--- src/rtl/abr_pkg.sv ---
package abr_pkg;

   localparam int COEF_BITS         = 5;
   localparam int FRAC_BITS         = 8;
   localparam int ACC_BITS          = 16;
   localparam int STEP_IN_BITS      = 8;
   localparam int STEP_BITS_DEFAULT = 8;

   // |end - start| << 8 needs 13 bits
   localparam int DIV_BITS = COEF_BITS + FRAC_BITS;
   localparam int CNT_BITS = $clog2(DIV_BITS);

   localparam int REQ_DATA_BITS = 32;
   localparam int RSP_DATA_BITS = 24;

   localparam logic FUNC_START = 1'b0;
   localparam logic FUNC_TICK  = 1'b1;

   typedef struct packed {
      logic                start;
      logic                neg;
      logic [DIV_BITS-1:0] mag;
   } div_req_type;

   typedef struct packed {
      logic                done;
      logic [ACC_BITS-1:0] quotient;
   } div_rsp_type;

endpackage

--- src/rtl/abr_div.sv ---
module abr_div
   import abr_pkg::*;
#(
   parameter int STEP_BITS = STEP_BITS_DEFAULT
) (
   input  logic                 clock,
   input  logic                 reset,
   input  div_req_type          div_req,
   input  logic [STEP_BITS-1:0] divisor,
   output div_rsp_type          div_rsp
);

   localparam logic [CNT_BITS-1:0] CNT_LAST = CNT_BITS'(DIV_BITS - 1);

   logic                 busy_ff;
   logic                 done_ff;
   logic                 neg_ff;
   logic [CNT_BITS-1:0]  cnt_ff;
   logic [STEP_BITS-1:0] rem_ff;
   logic [DIV_BITS-1:0]  quo_ff;

   logic [STEP_BITS:0]   shifted;
   logic [STEP_BITS:0]   trial;
   logic                 fits;
   logic [STEP_BITS-1:0] rem_in;
   logic [DIV_BITS-1:0]  quo_in;
   logic [ACC_BITS-1:0]  quo_wide;

   // one restoring quotient bit per cycle
   always_comb begin
      shifted = {rem_ff, quo_ff[DIV_BITS-1]};
      trial   = shifted - {1'b0, divisor};
      fits    = (shifted >= {1'b0, divisor});
      rem_in  = fits ? trial[STEP_BITS-1:0] : shifted[STEP_BITS-1:0];
      quo_in  = {quo_ff[DIV_BITS-2:0], fits};
   end

   always_ff @(posedge clock) begin
      if (reset) begin
         busy_ff <= 1'b0;
         done_ff <= 1'b0;
         cnt_ff  <= '0;
      end else begin
         done_ff <= 1'b0;
         if (div_req.start) begin
            busy_ff <= 1'b1;
            cnt_ff  <= '0;
         end else if (busy_ff) begin
            cnt_ff <= cnt_ff + 1'b1;
            if (cnt_ff == CNT_LAST) begin
               busy_ff <= 1'b0;
               done_ff <= 1'b1;
            end
         end
      end
   end

   always_ff @(posedge clock) begin
      if (div_req.start) begin
         rem_ff <= '0;
         quo_ff <= div_req.mag;
         neg_ff <= div_req.neg;
      end else if (busy_ff) begin
         rem_ff <= rem_in;
         quo_ff <= quo_in;
      end
   end

   // truncation toward zero: divide magnitudes, then restore the sign
   assign quo_wide         = {{(ACC_BITS-DIV_BITS){1'b0}}, quo_ff};
   assign div_rsp.done     = done_ff;
   assign div_rsp.quotient = neg_ff ? (~quo_wide + 1'b1) : quo_wide;

   property p_no_start_while_busy;
      @(posedge clock) disable iff (reset) busy_ff |-> !div_req.start;
   endproperty
   a_no_start_while_busy: assert property (p_no_start_while_busy)
      else $error("divider restarted mid-pass");

   property p_done_after_last;
      @(posedge clock) disable iff (reset)
         (busy_ff && !div_req.start && cnt_ff == CNT_LAST) |=> (done_ff && !busy_ff);
   endproperty
   a_done_after_last: assert property (p_done_after_last)
      else $error("divider missed its done pulse");

   property p_rem_below_divisor;
      @(posedge clock) disable iff (reset) busy_ff |-> (rem_ff < divisor);
   endproperty
   a_rem_below_divisor: assert property (p_rem_below_divisor)
      else $error("partial remainder out of range");

endmodule

--- src/rtl/alpha_blend_ramp_top.sv ---
// tick or zero-step start request: result registered on accept, valid in the cycle after accept
// start with nonzero steps: result after two passes of the divider (S_LAUNCH_A, S_WAIT_A, S_LAUNCH_B, S_WAIT_B)
// throughput: one request per result; no new request while a division runs
// the single shared divider sets the start latency, one quotient bit per cycle
// reset: synchronous active-high, clears accumulators, deltas, targets, steps, phase
module alpha_blend_ramp_top
   import abr_pkg::*;
#(
   parameter int STEP_BITS = STEP_BITS_DEFAULT
) (
   input  logic                     clock,
   input  logic                     reset,
   input  logic                     req_tvalid,
   output logic                     req_tready,
   // a_start[4:0], b_start[9:5], a_end[14:10], b_end[19:15], step_total[27:20], zero pad
   input  logic [REQ_DATA_BITS-1:0] req_tdata,
   // func[0]
   input  logic                     req_tuser,
   output logic                     rsp_tvalid,
   input  logic                     rsp_tready,
   // blend_word[15:0], busy_res[16], zero pad
   output logic [RSP_DATA_BITS-1:0] rsp_tdata
);

   localparam int STW = STEP_BITS + STEP_IN_BITS;

   localparam logic [2:0] S_IDLE     = 3'd0;
   localparam logic [2:0] S_LAUNCH_A = 3'd1;
   localparam logic [2:0] S_WAIT_A   = 3'd2;
   localparam logic [2:0] S_LAUNCH_B = 3'd3;
   localparam logic [2:0] S_WAIT_B   = 3'd4;

   logic [2:0]           state_ff;
   logic [ACC_BITS-1:0]  acc_a_ff, acc_b_ff, delta_a_ff, delta_b_ff;
   logic [COEF_BITS-1:0] target_a_ff, target_b_ff;
   logic [STEP_BITS-1:0] steps_left_ff;
   logic                 phase_ff;
   logic                 rsp_valid_ff;
   logic [ACC_BITS-1:0]  rsp_word_ff;
   logic                 rsp_busy_ff;

   logic [ACC_BITS-1:0]  acc_a_in, acc_b_in;
   logic [STEP_BITS-1:0] steps_left_in;
   logic                 phase_in;

   logic                 req_func;
   logic [COEF_BITS-1:0] a_start, b_start, a_end, b_end;
   logic [STW-1:0]       step_wide;
   logic [STEP_BITS-1:0] step_req;
   logic                 req_fire;
   logic                 rsp_free;

   logic [COEF_BITS-1:0] div_from, div_to;
   logic [COEF_BITS:0]   diff;
   logic [COEF_BITS-1:0] diff_mag;
   logic [STEP_BITS-1:0] steps_dec;
   div_req_type          div_req;
   div_rsp_type          div_rsp;

   assign req_func  = req_tuser;
   assign a_start   = req_tdata[4:0];
   assign b_start   = req_tdata[9:5];
   assign a_end     = req_tdata[14:10];
   assign b_end     = req_tdata[19:15];
   assign step_wide = {{STEP_BITS{1'b0}}, req_tdata[27:20]};
   assign step_req  = step_wide[STEP_BITS-1:0];

   assign rsp_free   = !rsp_valid_ff || rsp_tready;
   assign req_tready = (state_ff == S_IDLE) && rsp_free;
   assign req_fire   = req_tvalid && req_tready;

   assign rsp_tvalid = rsp_valid_ff;
   assign rsp_tdata  = {{(RSP_DATA_BITS-ACC_BITS-1){1'b0}}, rsp_busy_ff, rsp_word_ff};

   // tick update of the ramp
   always_comb begin
      acc_a_in      = acc_a_ff;
      acc_b_in      = acc_b_ff;
      steps_left_in = steps_left_ff;
      phase_in      = phase_ff;
      steps_dec     = steps_left_ff - 1'b1;
      if (steps_left_ff != '0) begin
         if (!phase_ff) begin
            acc_a_in = acc_a_ff + delta_a_ff;
            phase_in = 1'b1;
         end else begin
            steps_left_in = steps_dec;
            phase_in      = 1'b0;
            if (steps_dec != '0) begin
               acc_b_in = acc_b_ff + delta_b_ff;
            end else begin
               acc_a_in = {3'b000, target_a_ff, {FRAC_BITS{1'b0}}};
               acc_b_in = {3'b000, target_b_ff, {FRAC_BITS{1'b0}}};
            end
         end
      end
   end

   // signed span feeding the shared divider
   always_comb begin
      div_from = (state_ff == S_LAUNCH_B) ? acc_b_ff[ACC_BITS-4:FRAC_BITS] :
                                            acc_a_ff[ACC_BITS-4:FRAC_BITS];
      div_to   = (state_ff == S_LAUNCH_B) ? target_b_ff : target_a_ff;
      diff     = {1'b0, div_to} - {1'b0, div_from};
      diff_mag = diff[COEF_BITS] ? COEF_BITS'(~diff + 1'b1) : diff[COEF_BITS-1:0];
      div_req.start = (state_ff == S_LAUNCH_A) || (state_ff == S_LAUNCH_B);
      div_req.neg   = diff[COEF_BITS];
      div_req.mag   = {diff_mag, {FRAC_BITS{1'b0}}};
   end

   abr_div #(
      .STEP_BITS(STEP_BITS)
   ) u_div (
      .clock  (clock),
      .reset  (reset),
      .div_req(div_req),
      .divisor(steps_left_ff),
      .div_rsp(div_rsp)
   );

   always_ff @(posedge clock) begin
      if (reset) begin
         state_ff      <= S_IDLE;
         rsp_valid_ff  <= 1'b0;
         acc_a_ff      <= '0;
         acc_b_ff      <= '0;
         delta_a_ff    <= '0;
         delta_b_ff    <= '0;
         target_a_ff   <= '0;
         target_b_ff   <= '0;
         steps_left_ff <= '0;
         phase_ff      <= 1'b0;
      end else begin
         if (rsp_valid_ff && rsp_tready) begin
            rsp_valid_ff <= 1'b0;
         end
         case (state_ff)
            S_IDLE: begin
               if (req_fire) begin
                  if (req_func == FUNC_START) begin
                     acc_a_ff      <= {3'b000, a_start, {FRAC_BITS{1'b0}}};
                     acc_b_ff      <= {3'b000, b_start, {FRAC_BITS{1'b0}}};
                     target_a_ff   <= a_end;
                     target_b_ff   <= b_end;
                     phase_ff      <= 1'b0;
                     steps_left_ff <= step_req;
                     delta_a_ff    <= '0;
                     delta_b_ff    <= '0;
                     if (step_req != '0) begin
                        state_ff <= S_LAUNCH_A;
                     end else begin
                        rsp_valid_ff <= 1'b1;
                        rsp_word_ff  <= {3'b000, b_start, 3'b000, a_start};
                        rsp_busy_ff  <= 1'b0;
                     end
                  end else begin
                     acc_a_ff      <= acc_a_in;
                     acc_b_ff      <= acc_b_in;
                     steps_left_ff <= steps_left_in;
                     phase_ff      <= phase_in;
                     rsp_valid_ff  <= 1'b1;
                     rsp_word_ff   <= {acc_b_in[ACC_BITS-1:FRAC_BITS],
                                       acc_a_in[ACC_BITS-1:FRAC_BITS]};
                     rsp_busy_ff   <= (steps_left_in != '0);
                  end
               end
            end
            S_LAUNCH_A: begin
               state_ff <= S_WAIT_A;
            end
            S_WAIT_A: begin
               if (div_rsp.done) begin
                  delta_a_ff <= div_rsp.quotient;
                  state_ff   <= S_LAUNCH_B;
               end
            end
            S_LAUNCH_B: begin
               state_ff <= S_WAIT_B;
            end
            S_WAIT_B: begin
               if (div_rsp.done) begin
                  delta_b_ff   <= div_rsp.quotient;
                  state_ff     <= S_IDLE;
                  rsp_valid_ff <= 1'b1;
                  rsp_word_ff  <= {acc_b_ff[ACC_BITS-1:FRAC_BITS],
                                   acc_a_ff[ACC_BITS-1:FRAC_BITS]};
                  rsp_busy_ff  <= 1'b1;
               end
            end
            default: begin
               state_ff <= S_IDLE;
            end
         endcase
      end
   end

   property p_done_in_wait;
      @(posedge clock) disable iff (reset)
         div_rsp.done |-> (state_ff == S_WAIT_A || state_ff == S_WAIT_B);
   endproperty
   a_done_in_wait: assert property (p_done_in_wait)
      else $error("divider result arrived outside a wait state");

   property p_start_holds_rsp;
      @(posedge clock) disable iff (reset)
         (req_fire && req_func == FUNC_START && step_req != '0) |=> !rsp_valid_ff;
   endproperty
   a_start_holds_rsp: assert property (p_start_holds_rsp)
      else $error("result raised before deltas were ready");

   property p_busy_matches_steps;
      @(posedge clock) disable iff (reset)
         rsp_valid_ff |-> (rsp_busy_ff == (steps_left_ff != '0));
   endproperty
   a_busy_matches_steps: assert property (p_busy_matches_steps)
      else $error("busy flag disagrees with remaining steps");

   property p_phase_needs_steps;
      @(posedge clock) disable iff (reset) phase_ff |-> (steps_left_ff != '0);
   endproperty
   a_phase_needs_steps: assert property (p_phase_needs_steps)
      else $error("second phase pending with no steps left");

endmodule

--- config.mk ---
export PLATFORM = sky130hd
export DESIGN_NAME = alpha_blend_ramp_top
export DESIGN_NICKNAME = d
export VERILOG_FILES = /design/src/rtl/abr_pkg.sv /design/src/rtl/abr_div.sv /design/src/rtl/alpha_blend_ramp_top.sv
export SDC_FILE = /design/constraint.sdc
export NUM_CORES = 1
export LEC_CHECK = 0
export BUFFER_PORTS_ARGS = -buffer_cell sky130_fd_sc_hd__buf_4
export CAP_MARGIN = 20
export CORE_UTILIZATION = 56
export CTS_CLUSTER_SIZE = 40
export DETAILED_ROUTE_END_ITERATION = 12
export GPL_TIMING_DRIVEN = 0
export PLACE_DENSITY = 0.75
export SYNTH_ARGS = -nofsm -noshare
export SYNTH_HDL_FRONTEND = slang
export SYNTH_SLANG_ARGS = --single-unit
--- constraint.sdc ---
create_clock -name clock -period 3.9 [get_ports clock]
set_input_delay 0.585 -clock clock [delete_from_list [all_inputs] [get_ports clock]]
set_output_delay 0.585 -clock clock [all_outputs]
set_load 0.05 [all_outputs]
Yosys cells after proc, flatten, opt, wreduce, memory -nomap -nowiden
Index checks and enable logic that the tools add are counted.
{"block": "word_totals", "regBits": 132, "in_bits": 37, "wordCells": 126}
{"block": "classes", "addsub": 8, "n_lt_le_gt_ge": 1, "n_eq_ne": 14, "muxes": 52, "bitwise": 5, "reduce_logical": 25}
{"operator": "16-bit two-way mux", "count": 16}
{"operator": "16-bit one-hot mux with 2 select lines", "count": 3}
{"operator": "16-bit adder", "count": 2}
{"operator": "8-bit two-way mux", "count": 4}
{"operator": "8-bit nonzero test", "count": 4}
{"operator": "13-bit two-way mux", "count": 2}
{"operator": "16-bit by 1-bit adder with 16-bit output, second input constant", "count": 1}
{"operator": "1-bit two-way mux", "count": 16}
{"operator": "13-bit inverter with 16-bit output", "count": 1}
{"operator": "4-bit AND reduction", "count": 4}
{"operator": "3-bit two-way mux", "count": 5}
{"operator": "5-bit two-way mux", "count": 3}
{"operator": "3-bit one-hot mux with 5 select lines", "count": 1}
{"operator": "2-bit by 1-bit != test with 1-bit output, second input constant", "count": 5}
{"operator": "5-bit AND reduction", "count": 2}
{"operator": "9-bit by 8-bit greater-or-equal comparator with 1-bit output", "count": 1}
{"operator": "8-bit by 1-bit subtractor with 8-bit output, second input constant", "count": 1}
{"operator": "8-bit subtractor", "count": 1}
{"operator": "3-bit by 2-bit == test with 1-bit output, second input constant", "count": 2}
{"operator": "3-bit != test, second input constant", "count": 2}
{"operator": "3-bit AND reduction", "count": 2}
{"operator": "2-bit nonzero test", "count": 3}
{"operator": "5-bit by 5-bit subtractor with 6-bit output", "count": 1}
{"operator": "5-bit by 1-bit adder with 5-bit output, second input constant", "count": 1}
{"operator": "other kinds (15)", "count": 22}

Longest topological paths before layout
{"block": "logic_depth", "ltp_word": 8, "depth_mapped": 15}

Modules after synthesis
From an unflattened synthesis, not the netlist that was laid out.
{"block": "hier_totals", "cells_unflattened": 1007, "area_unflattened_um2": 8409.3}
{"mod": "alpha_blend_ramp_top", "n_inst": 1, "cells_per_inst": 813, "area_per_inst_um2": 6537.5, "seq_area_each_um2": 2252.2}
{"mod": "abr_div", "n_inst": 1, "cells_per_inst": 194, "area_per_inst_um2": 1871.8, "seq_area_each_um2": 700.7}

Least setup slack after synthesis
No wires, ideal clock.
{"block": "synth_timing", "kind": "input to register", "from": "in req_tuser", "to": "reg rsp_busy_ff, enable pin", "setup_time_ps": 435, "arrival_ps": 2979, "required_time_ps": 3465, "slack_ps": 486, "cell_stages": 6, "path_buffers": 2, "cell_sequence": "buf_2 -> inv_1 -> clkbuf_1 -> a21boi_0 -> a21oi_1 -> nor4_1"}
{"block": "synth_between", "elab_chain_len": 2}
{"element": "start, declared", "line_no": "alpha_blend_ramp_top.sv:18", "rtl": "input logic req_tuser,"}
{"element": "3-bit != test (no source line)"}
{"element": "5-bit AND reduction (no source line)"}
{"element": "end signal, assigned", "line_no": "alpha_blend_ramp_top.sv:164", "rtl": "rsp_busy_ff <= (steps_left_in != '0);"}
{"element": "end, declared", "line_no": "alpha_blend_ramp_top.sv:40", "rtl": "logic rsp_busy_ff;"}
Every way passes these cells.
A chain may end at the register's enable or synchronous reset.

Worst setup path after layout
{"block": "layout_timing", "from": "reg state_ff[2]", "to": "reg u_div.quo_ff[11] (data pin)"}
{"block": "layout_between", "elab_chain_len": 7}
{"element": "start, declared", "line_no": "alpha_blend_ramp_top.sv:33", "rtl": "logic [2:0] state_ff;"}
{"element": "start signal, assigned", "line_no": "alpha_blend_ramp_top.sv:123", "rtl": "state_ff <= S_IDLE;"}
{"element": "start signal, assigned", "line_no": "alpha_blend_ramp_top.sv:150", "rtl": "state_ff <= S_LAUNCH_A;"}
{"element": "start signal, assigned", "line_no": "alpha_blend_ramp_top.sv:169", "rtl": "state_ff <= S_WAIT_A;"}
{"element": "3-bit by 2-bit == test with 1-bit output", "line_no": "alpha_blend_ramp_top.sv:101, alpha_blend_ramp_top.sv:103, alpha_blend_ramp_top.sv:106"}
{"element": "5-bit two-way mux, on equally long branches", "line_no": "alpha_blend_ramp_top.sv:103, alpha_blend_ramp_top.sv:101"}
{"element": "5-bit by 5-bit subtractor with 6-bit output", "line_no": "alpha_blend_ramp_top.sv:104", "rtl": "diff = {1'b0, div_to} - {1'b0, div_from};"}
{"element": "5-bit inverter", "line_no": "alpha_blend_ramp_top.sv:105", "rtl": "diff_mag = diff[COEF_BITS] ? COEF_BITS'(~diff + 1'b1) : diff[COEF_BITS-1:0];"}
{"element": "5-bit by 1-bit adder with 5-bit output", "line_no": "alpha_blend_ramp_top.sv:105"}
{"element": "5-bit two-way mux", "line_no": "alpha_blend_ramp_top.sv:105"}
{"element": "13-bit two-way mux *", "line_no": "abr_div.sv:59", "rtl": "if (div_req.start) begin"}
{"element": "end signal, assigned", "line_no": "abr_div.sv:61", "rtl": "quo_ff <= div_req.mag;"}
{"element": "end signal, assigned", "line_no": "abr_div.sv:65", "rtl": "quo_ff <= quo_in;"}
{"element": "end, declared", "line_no": "abr_div.sv:20", "rtl": "logic [DIV_BITS-1:0] quo_ff;"}
Every way passes the cells marked *; elsewhere a longest branch is shown, timed or not.

==> impl_metrics.env <==
export IMPL_drive_gt1_frac=0.121
export IMPL_clock_fmax_ghz=0.284
export IMPL_worstPathRequired_ps=4060
export IMPL_met2_usage=0.480
export IMPL_grt_start_max_net_pins=17
export IMPL_end_kind="flop"
export IMPL_seq_area_frac_synth=0.347
export IMPL_crit_arrival_ps=3680
export IMPL_fin_skew_ps=13.6
export IMPL_syn_inst=986
export IMPL_clock_latency_ps=430
export IMPL_grtUsageMet1=0.431
export IMPL_wl_per_cell_um=18.5
export IMPL_clock_path_buffers=2
export IMPL_pwr_density_cell_mw_per_mm2=481
export IMPL_synthFlopType="dfxtp_1"
export IMPL_dpl_worst_slack_ps=277
export IMPL_cp_max_fo=11
export IMPL_setup_viol=0
export IMPL_gp_congestion=0.955
export IMPL_dp_hpwl_um=17600
export IMPL_clock_sinks=132
export IMPL_finalHoldViolations=0
export IMPL_dieHeight_um=124
export IMPL_path_class="flop to flop"
export IMPL_internal_power_mw=3.06
export IMPL_wl_um=23300
export IMPL_area_growth_pct=15.1
export IMPL_p_clk_frac=0.360
export IMPL_fin_setup_tns_ps=0
export IMPL_synth_warnings=0
export IMPL_vias=7794
export IMPL_drt_initial_drc_count=798
export IMPL_period_share=0.902
export IMPL_synth_cell_types=78
export IMPL_io_buffer_count=49
export IMPL_top_usage_layer="met2"
export IMPL_grt_total_usage=0.317
export IMPL_ios=63
export IMPL_antenna_found_initial=0
export IMPL_n_antenna_cell=0
export IMPL_core_sq_mm=0.0145
export IMPL_setup_slack_ps=381
export IMPL_globalRoute_totalOverflow=0
export IMPL_ant_nets=0
export IMPL_die_area_sq_mm=0.0153
export IMPL_die_w_um=124
export IMPL_first_pass_iters=11
export IMPL_p_leak_nw=3.89
export IMPL_max_slew_worst_pin_slew_ps=842
export IMPL_synth_edf_count=23
export IMPL_final_util=0.659
export IMPL_rsz0062_at_grt="false"
export IMPL_period_needed_ps=3520
export IMPL_p_comb_frac=0.291
export IMPL_maxSlewViolCount=0
export IMPL_rows=44
export IMPL_start_util=0.572
export IMPL_grt_pass1_vias=6973
export IMPL_syn_cell_area_sq_mm=0.00829
export IMPL_clk_pin_slew_worst_paths_ps=60
export IMPL_swShare=0.333
export IMPL_synth_seq_cells=132
export IMPL_syn_avg_cell_area_sq_um=8.40
export IMPL_p_switching_mw=1.53
export IMPL_pwr_share_seq=0.349
export IMPL_postCtsSetupBuffers=0
export IMPL_viasPerCell=6.20
export IMPL_slew_headroom=0.434
export IMPL_violations="design-rule violations"
export IMPL_cts_root_buf="clkbuf_16"
export IMPL_ys_async_sr_fraction=0
export IMPL_maxCapViolCount=0
export IMPL_htree_levels=4
export IMPL_nets=1151
export IMPL_worst_hold_path_type="input pin to flop"
export IMPL_cp_start_kind="flop"
export IMPL_cts_resized=0
export IMPL_drc=1
export IMPL_cts_hold_buf=0
export IMPL_vdd_ir_drop_worst_uv=428
export IMPL_cts_buffers_inserted=17
export IMPL_met3_usage=0.0774
export IMPL_grt_pass1_wl_um=36400
export IMPL_status="finished with violations"
export IMPL_cts_tree="yes"
==> Yosys cell counts (9+ instances only) <==
| cell | number | area (sq um) |
|---|---|---|
| xor2_1 | 12 | 105 |
| buf_4 | 11 | 82.6 |
| nor2_1 | 101 | 379 |
| inv_1 | 37 | 139 |
| a22o_1 | 9 | 78.8 |
| xnor2_1 | 32 | 280 |
| nand2_1 | 98 | 368 |
| o21a_1 | 11 | 82.6 |
| a211oi_1 | 26 | 195 |
| mux2i_1 | 24 | 240 |
| buf_2 | 9 | 45.0 |
| nand4_1 | 9 | 56.3 |
| clkbuf_1 | 39 | 146 |
| edfxtp_1 | 23 | 691 |
| a22oi_1 | 32 | 240 |
| a31oi_1 | 9 | 56.3 |
| nor3_1 | 22 | 110 |
| a21oi_1 | 73 | 365 |
| o21ai_0 | 42 | 210 |
| a21o_1 | 17 | 128 |
| ha_1 | 49 | 613 |
| dfxtp_1 | 109 | 2180 |
| nand3_1 | 33 | 165 |
==> final timing paths <==
| path | from | end | slack (ps) | depth (start not counted) |
|---|---|---|---|---|
| max reg2reg | state_ff[2] | u_div.quo_ff[11] | 380 | 13 |
| min | req_tdata[16] | target_b_ff[1] | 420 | 3 |
| min reg2reg | acc_a_ff[0] | acc_a_ff[0] | 460 | 2 |
| max | state_ff[2] | u_div.quo_ff[11] | 380 | 13 |
==> cell families (layout without fill, tap and decap cells) <==
family          count (synthesis)  count (layout)  synth area share
simple gates                  317             317             0.177
xor+xnor                       44              44            0.0465
mux                            30              30            0.0371
compound gates                302             302             0.249
flops                         132             132             0.347
other cells                     1               7          0.000453
fa+ha+maj                      53              53            0.0837
buf+inv                       107             189            0.0604
==> per-stage QoR <==
| step | hold slack (ps) | cell area, sq um | cells | power [mW] |
|---|---|---|---|---|
| after CTS | 412 | 9540 | 1259 | 4.58 |
| after global routing | 411 | 9540 | 1258 | 4.81 |
| final | 417 | 9540 | 1258 | 4.59 |
| after detailed placement | 447 | 8930 | 1227 | 2.94 |
| after global placement | 438 | 8910 | 1225 | 2.92 |
| after floorplan | 426 | 8310 | 992 | 2.60 |
==> flip-flops by register name, summed over array words and instances, names as in the netlist, 5 cells and up <==
name,cells
acc_a_ff,16
acc_b_ff,16
delta_a_ff,16
delta_b_ff,16
rsp_word_ff,16
u_div.quo_ff,13
steps_left_ff,8
u_div.rem_ff,8
target_a_ff,5
target_b_ff,5
==> routing by layer <==
layer / vias up / wire, um
met5: - / 0
met4: 0 / 789
met3: 72 / 2010
met2: 371 / 10200
met1: 3581 / 10300
li1: 3770 / -
==> layout by cell type (no fill, tap or decap), types with 7 or more instances in the layout <==
cell,count
a211oi_1,26
a21o_1,17
a21oi_1,73
a22o_1,9
a22oi_1,32
a31oi_1,9
buf_2,9
buf_4,61
buf_6,7
clkbuf_1,40
clkbuf_16,19
conb_1,7
dfxtp_1,109
edfxtp_1,23
ha_1,49
inv_1,37
mux2i_1,24
nand2_1,98
nand3_1,33
nand4_1,9
nor2_1,101
nor2b_1,8
nor3_1,22
nor4_1,7
o21a_1,11
o21ai_0,42
o22ai_1,8
o31ai_1,8
xnor2_1,32
xor2_1,12
==> power groups by stage <==
stage / Combinational, mW / Clock (mW) / Sequential, mW
finish: 1.34 / 1.65 / 1.60
global placement: 1.30 / 0 / 1.62
floorplan: 0.996 / 0 / 1.61
detailed placement: 1.31 / 0 / 1.63
CTS: 1.32 / 1.66 / 1.60
global route: 1.47 / 1.73 / 1.61
==> critical path: stages, from the launching register on <==
cell,delay (ps)
dfxtp_1,330
clkbuf_1,310
nand2b_1,170
inv_1,50
nand2_1,380
mux2_2,430
ha_1,280
nor2b_1,130
o21ai_0,230
a21oi_1,120
o21a_1,210
a311oi_1,320
xor2_1,190
o21ai_0,80
==> cell type report <==
| class | count | area [sq um] |
|---|---|---|
| Multi-Input combinational cell | 753 | 4940 |
| Fill cell | 1263 | 4940 |
| Sequential cell | 132 | 2870 |
| Clock buffer | 22 | 497 |
| Timing Repair Buffer | 51 | 387 |
| Buffer | 68 | 354 |
| Tap cell | 184 | 230 |
| Inverter | 38 | 143 |
| Clock inverter | 10 | 116 |
Note: power is estimated with default switching activity, not from simulation.
